### config.mk
export PLATFORM = sky130hd
export DESIGN_NAME = ptt_front_flat
export DESIGN_NICKNAME = d
export VERILOG_FILES = /design/src/design/ptt_pkg.sv /design/src/design/ptt_in_if.sv /design/src/design/ptt_front.sv /design/src/flat_wrapper.sv
export SDC_FILE = /design/constraint.sdc
export NUM_CORES = 1
export LEC_CHECK = 0
export CAP_MARGIN = 5
export CELL_PAD_IN_SITES_DETAIL_PLACEMENT = 0
export CELL_PAD_IN_SITES_GLOBAL_PLACEMENT = 2
export CORE_UTILIZATION = 30
export DETAILED_ROUTE_END_ITERATION = 8
export DONT_BUFFER_PORTS = 1
export MAX_ROUTING_LAYER = met4
export PLACE_DENSITY_LB_ADDON = 0.3
export SKIP_CTS_REPAIR_TIMING = 1
export SLEW_MARGIN = 15
export SYNTH_ARGS = -nofsm -noshare
export SYNTH_HDL_FRONTEND = slang
export SYNTH_SLANG_ARGS = --single-unit
### constraint.sdc
create_clock -name i_clk -period 9.4 [get_ports i_clk]
set_input_delay 0.94 -clock i_clk [delete_from_list [all_inputs] [get_ports i_clk]]
set_output_delay 0.94 -clock i_clk [all_outputs]
set_load 0.005 [all_outputs]
### src/design/ptt_pkg.sv
// Package for the periodic timer table.
// Types, sizes and codes imported by the top level, front end, back end and divider; no dependencies.
package ptt_pkg;

    localparam int MAX_TIMERS = 16;
    localparam int IDX_W      = (MAX_TIMERS > 1) ? $clog2(MAX_TIMERS) : 1;
    localparam int CNT_W      = $clog2(MAX_TIMERS + 1);
    localparam int QDEPTH     = 2;

    typedef enum logic [1:0] {
        OP_ADD  = 2'd0,
        OP_REM  = 2'd1,
        OP_FIRE = 2'd2,
        OP_NOP  = 2'd3
    } t_op;

    typedef enum logic [1:0] {
        ST_OK   = 2'd0,
        ST_DUP  = 2'd1,
        ST_FULL = 2'd2,
        ST_ZERO = 2'd3
    } t_status;

    typedef enum logic [2:0] {
        S_IDLE,
        S_SCAN,
        S_DIV,
        S_APPLY,
        S_MIN,
        S_EMIT
    } t_state;

    typedef struct packed {
        t_op          op;
        logic [15:0]  timer_id;
        logic [63:0]  start_time;
        logic [31:0]  interval;
        logic [63:0]  time_now;
    } t_item;

endpackage

### src/design/ptt_in_if.sv
// Input channel interface of the periodic timer table.
// Carries valid, ready and one command; no dependencies.
interface ptt_in_if;
    logic        valid;
    logic        ready;
    logic [1:0]  mode;
    logic [15:0] timer_id;
    logic [63:0] start_time;
    logic [31:0] interval;
    logic [63:0] time_now;

    modport source (output valid, mode, timer_id, start_time, interval, time_now,
                    input ready);
    modport sink   (input valid, mode, timer_id, start_time, interval, time_now,
                    output ready);
endinterface

### src/design/ptt_front.sv
// Front end: accepts commands, decodes the mode and queues them.
// Depends on ptt_pkg and ptt_in_if.
module ptt_front
    import ptt_pkg::*;
(
    input  logic   i_clk,
    input  logic   i_rst_n,
    ptt_in_if.sink i_in,
    output logic   o_q_valid,
    output t_item  o_q_item,
    input  logic   i_q_ready
);
    localparam int PW = (QDEPTH > 1) ? $clog2(QDEPTH) : 1;
    localparam int CW = $clog2(QDEPTH + 1);

    t_item           r_q [QDEPTH];
    logic [PW-1:0]   r_wp, r_rp;
    logic [CW-1:0]   r_cnt;
    t_item           n_item;
    logic            push, pop;

    always_comb begin
        n_item.op         = t_op'(i_in.mode);
        n_item.timer_id   = i_in.timer_id;
        n_item.start_time = i_in.start_time;
        n_item.interval   = i_in.interval;
        n_item.time_now   = i_in.time_now;
    end

    assign i_in.ready = (r_cnt != CW'(QDEPTH));
    assign push       = i_in.valid && i_in.ready;
    assign o_q_valid  = (r_cnt != '0);
    assign pop        = o_q_valid && i_q_ready;
    assign o_q_item   = r_q[r_rp];

    always_ff @(posedge i_clk) begin
        if (push) begin
            r_q[r_wp] <= n_item;
        end
    end

    always_ff @(posedge i_clk) begin
        if (!i_rst_n) begin
            r_wp  <= '0;
            r_rp  <= '0;
            r_cnt <= '0;
        end else begin
            if (push) begin
                r_wp <= (r_wp == PW'(QDEPTH - 1)) ? '0 : r_wp + 1'b1;
            end
            if (pop) begin
                r_rp <= (r_rp == PW'(QDEPTH - 1)) ? '0 : r_rp + 1'b1;
            end
            r_cnt <= r_cnt + CW'(push) - CW'(pop);
        end
    end
endmodule

### src/flat_wrapper.sv
// flat-port wrapper written by rule: the top's interface ports become plain ports
module ptt_front_flat import ptt_pkg::*;
  (i_clk, i_rst_n, o_q_valid, o_q_item, i_q_ready, i_in_valid, i_in_mode, i_in_timer_id, i_in_start_time, i_in_interval, i_in_time_now, i_in_ready);
  ptt_in_if i_in_i ();
  input  logic i_clk;
  input  logic i_rst_n;
  output logic o_q_valid;
  output t_item o_q_item;
  input  logic i_q_ready;
  input wire logic [$bits(i_in_i.valid)-1:0] i_in_valid;
  input wire logic [$bits(i_in_i.mode)-1:0] i_in_mode;
  input wire logic [$bits(i_in_i.timer_id)-1:0] i_in_timer_id;
  input wire logic [$bits(i_in_i.start_time)-1:0] i_in_start_time;
  input wire logic [$bits(i_in_i.interval)-1:0] i_in_interval;
  input wire logic [$bits(i_in_i.time_now)-1:0] i_in_time_now;
  output wire logic [$bits(i_in_i.ready)-1:0] i_in_ready;
  assign i_in_i.valid = i_in_valid;
  assign i_in_i.mode = i_in_mode;
  assign i_in_i.timer_id = i_in_timer_id;
  assign i_in_i.start_time = i_in_start_time;
  assign i_in_i.interval = i_in_interval;
  assign i_in_i.time_now = i_in_time_now;
  assign i_in_ready = i_in_i.ready;
  ptt_front u_core (.i_clk(i_clk), .i_rst_n(i_rst_n), .i_in(i_in_i), .o_q_valid(o_q_valid), .o_q_item(o_q_item), .i_q_ready(i_q_ready));
endmodule
-- Word level (Yosys, flattened, before mapping)
Memories as Yosys holds them, arrays and structs flattened. A register that Yosys moved wholly into a read port is not among the register bits.
Index checks and enable logic that the tools add are counted.
- add/sub/neg operators: 4
- equal/unequal tests: 1
- muxes and demuxes: 6
- reductions and logical operators: 3
- operator list (cell ; number):
    1-bit two-way mux ; 6
    1-bit adder (second input constant) ; 2
    2-bit by 1-bit adder with 2-bit output ; 1
    1-bit logical AND ; 2
    2-bit inequality test (second input constant) ; 1
    2-bit nonzero test ; 1
    2-bit by 1-bit subtractor with 2-bit output ; 1
- register bits after elaboration: 4
- memory bits (writable): 356
- output and inout bits: 180
- word-level logic and storage cells: 18
- memories: 1
- memories (name ; depth ; width ; rd ports ; clocked after memory_dff ; wr ports ; line ; RTL):
    u_core.r_q ; 2 ; 178 ; 1 ; 1 ; 1 ; ptt_front.sv:16 ; t_item r_q [QDEPTH];

-- Depth between registers and ports, before layout
- depth in word-level cells: 4
- gate-level depth with buffers: 7

-- Worst setup path after synthesis
No wires, ideal clock.
- path type: input to register
- start point: input i_in_valid
- end point: memory u_core.r_q[0][0] (netlist bit), enable pin
- data arrival time: 8.916 ns
- setup slack: -0.255 ns
- cell stages on the path: 2
- cell sequence: and2_1 -> nor2b_1
- cells in the longest elaborated chain, start to end: 3
- RTL lines (item ; line ; RTL):
    start, declared ; flat_wrapper.sv:10 ; input wire logic [$bits(i_in_i.valid)-1:0] i_in_valid;
    1-bit logical AND ; ptt_front.sv:31 ; assign push = i_in.valid && i_in.ready;
    1-bit two-way mux ; ptt_front.sv:37 ; if (push) begin
    1-bit two-way mux (implied by the code) ; ptt_front.sv:38 ; r_q[r_wp] <= n_item;
    end, declared ; ptt_front.sv:16 ;
No other way between the ends.

==> impl_metrics.py <==
metrics = {
    "placement": {
        "portBuffers": 0,
        "hpwl_um": 17800,
        "gp_congestion": 0.701,
    },
    "power": {
        "seqPwrFrac": 0.467,
        "ir_worst_vdd_mv": 0.202,
        "pwr-share-comb": 0.183,
        "internal-power_mw": 3.44,
        "powerDensity_mw_per_mm2": 295,
        "netSwitchingFraction": 0.248,
        "power.total_mw": 4.57,
        "switchingPower_mw": 1.13,
        "clock_power_share": 0.350,
        "power_leakage_nw": 5.13,
    },
    "setup_path": {
        "crit_top_cell": "buf_4",
        "endpoint": "o_q_item[88]",
        "timing.rr.start": "u_core.r_cnt[0]",
        "r2r_slack_ns": 6.29,
        "rr_endpoint": "u_core.r_q[0][132]",
        "critPathMaxFanout": 52,
        "crit_type": "register to output pin",
        "worst_r2r_path_depth": 5,
        "cpMaxStageDelayCell": "dfxtp_4",
        "crit_path_cell_trace": "buf_4, buf_4, mux2_4",
        "startpoint_type": "register",
        "cp-end-kind": "output pin",
        "crit_required_ns": 8.46,
        "slowest_delay_ns": 0.78,
        "cp.arrival_ns": 3.22,
    },
    "logic_synthesis": {
        "synth.distinct_cells": 18,
        "synth_cells": 579,
        "syn-num-nets": 763,
        "synth.yosys.seq_area_share": 0.799,
        "async_flop_share": 0,
        "ys_seq_elements": 361,
        "yosys_most_used_dff": "edfxtp_1",
        "synthesis.area_mm2": 0.0135,
        "synth_edf_count": 356,
        "synth_area_per_cell_um2": 23.3,
        "yosysWarningCount": 0,
    },
    "timing": {
        "min_period_ns": 4.16,
        "clock_skew_ns": 0.0199,
        "tightestPinTransition_ns": 0.995,
        "setup_violations": 0,
        "whs_ns": 0.483,
        "fin_setup_tns_ns": 0,
        "rsz0062_at_grt": "no",
        "slew_headroom": 0.337,
        "fin_crit_sh": 0.442,
        "max_freq_mhz": 241,
        "hold_viol_final": 0,
        "slew_viol_final": 0,
    },
    "finish": {
        "num-nets-final": 793,
        "fin_util": 0.350,
        "drive_gt1_frac": 0.393,
        "area_growth_pct": 14.8,
    },
    "cts": {
        "clkTransAtPathRegs_ns": 0.06,
        "htreeDepth": 2,
        "cts_inserted_buffers": 40,
        "clock_latency_ns": 0.54,
        "clockBufferDepth": 3,
        "root_buffer": "clkbuf_16",
        "cts_tree": "done",
        "clock_sinks": 361,
    },
    "floorplan": {
        "fp.dieH_um": 214,
        "num_rows": 77,
        "die_area_mm2": 0.0459,
        "die_w_um": 214,
        "io_pins": 362,
        "initial_utilization": 0.305,
        "core_region_area_mm2": 0.0443,
    },
    "detailed_routing": {
        "first_pass_iters": 4,
        "avgViaCountPerCell": 4.32,
        "ant_nets": 0,
        "drc": 0,
        "vias": 5329,
        "wl_um": 26200,
        "routedWlPerCell_um": 21.2,
        "initialDrtViolationCount": 235,
    },
    "job": {
        "maxCapViolCount": 0,
    },
    "global_routing": {
        "antenna_found_initial": 2,
        "grt-ovfl-total": 0,
        "grt_pass1_wl_um": 38000,
        "grt_use_total": 0.115,
        "grt_pass1_vias": 5767,
        "grt_start_max_net_pins": 71,
    },
    "status": {
        "status": "completed",
    },
    "min_path": {
        "hold_path_class": "primary input to register",
    },
}
-- logic make-up after synthesis --
group           count (synthesis)  synth area share
fa+ha+maj                       2           0.00185
flops                         361             0.799
buf+inv                        22            0.0149
compound gates                  2          0.000926
mux                           178             0.176
simple gates                   11           0.00510
xor+xnor                        3           0.00195
-- power by group through the flow --
stage	combinational (mW)	clock [mW]	sequential [mW]
floorplan	0.733	0	2.15
global placement	0.847	0	2.16
detailed placement	0.864	0	2.17
CTS	0.865	1.66	2.14
global route	0.894	1.71	2.16
finish	0.835	1.60	2.13
-- worst min path at each step --
stage                             start                 end  slack (ns)  depth (start not counted)
floorplan                   u_core.r_wp         u_core.r_wp        0.46                          2
global route           i_in_timer_id[1]  u_core.r_q[0][161]        0.44                          0
finish              i_in_start_time[63]  u_core.r_q[0][159]        0.48                          0
global placement            u_core.r_wp         u_core.r_wp        0.52                          2
CTS                 i_in_start_time[54]  u_core.r_q[0][150]        0.43                          0
detailed placement          u_core.r_wp         u_core.r_wp        0.52                          2
-- cell type report --
type | count | area, µm²
fillers | 4100 | 28800
flip-flops and latches | 361 | 10800
multi-input cells | 196 | 2530
clock buffers | 47 | 1070
well taps | 592 | 741
clock inverters | 24 | 299
repair buffers | 8 | 60.1
diodes | 4 | 10.0
inverters | 2 | 7.51
-- sequential cells by signal, indices dropped and copies added, names as in the netlist, named ones only --
name          flops
u_core.r_rp       1
u_core.r_q      356
u_core.r_wp       1
u_core.r_cnt      2
-- critical path: cells and delay by family, from the launching register on --
kind | cells | cell delay [ns]
DFF | 1 | 0.78
muxes | 1 | 0.36
buffers and inverters | 2 | 1.41
-- per-stage QoR --
| stage | instance area [µm²] | std cells | setup slack (ns) |
|---|---|---|---|
| final | 15500 | 1234 | 5.24 |
| after global routing | 15500 | 1234 | 5.05 |
| after CTS | 15500 | 1230 | 5.13 |
| after detailed placement | 14100 | 1159 | 5.74 |
| after global placement | 14100 | 1159 | 5.81 |
| after floorplan | 13500 | 579 | 3.20 |
-- layer usage --
layer | track usage | wire length (µm) | vias up | part of all wire
met1 | 0.107 | 8890 | 2666 | 0.34
met4 | 0.0524 | 811 | 0 | 0.031
met2 | 0.191 | 13100 | 240 | 0.50
li1 | - | - | 2371 | -
met5 | - | 0 | - | 0
met3 | 0.0662 | 3320 | 52 | 0.13
-- synth_stat cells, types with 2 or more instances --
cell type,number,area [µm²]
buf_6,15,169
inv_1,2,7.51
and2_1,3,18.8
buf_2,5,25.0
ha_1,2,25.0
edfxtp_1,356,10700
mux2_4,101,1520
dfxtp_1,5,100
mux2_2,77,867
xnor2_1,3,26.3
nor2b_1,3,18.8
-- cells in the final DEF, fill, tap and decap left out --
master,n
and3_4,1
xnor2_1,3
buf_4,8
clkinv_1,5
clkinv_8,1
inv_1,2
nand4b_1,1
o21ai_0,1
diode_2,4
ha_1,2
dfxtp_4,1
clkinvlp_4,5
nor2b_4,1
clkbuf_1,5
clkbuf_16,42
edfxtp_1,356
or2_2,1
clkinv_2,4
inv_6,3
bufinv_16,6
mux2_4,101
nand2_1,1
nand2b_1,1
o21a_1,1
dfxtp_1,4
nor2b_1,2
mux2_2,77
and2_1,3
Note: power is estimated with default switching activity, not from simulation.
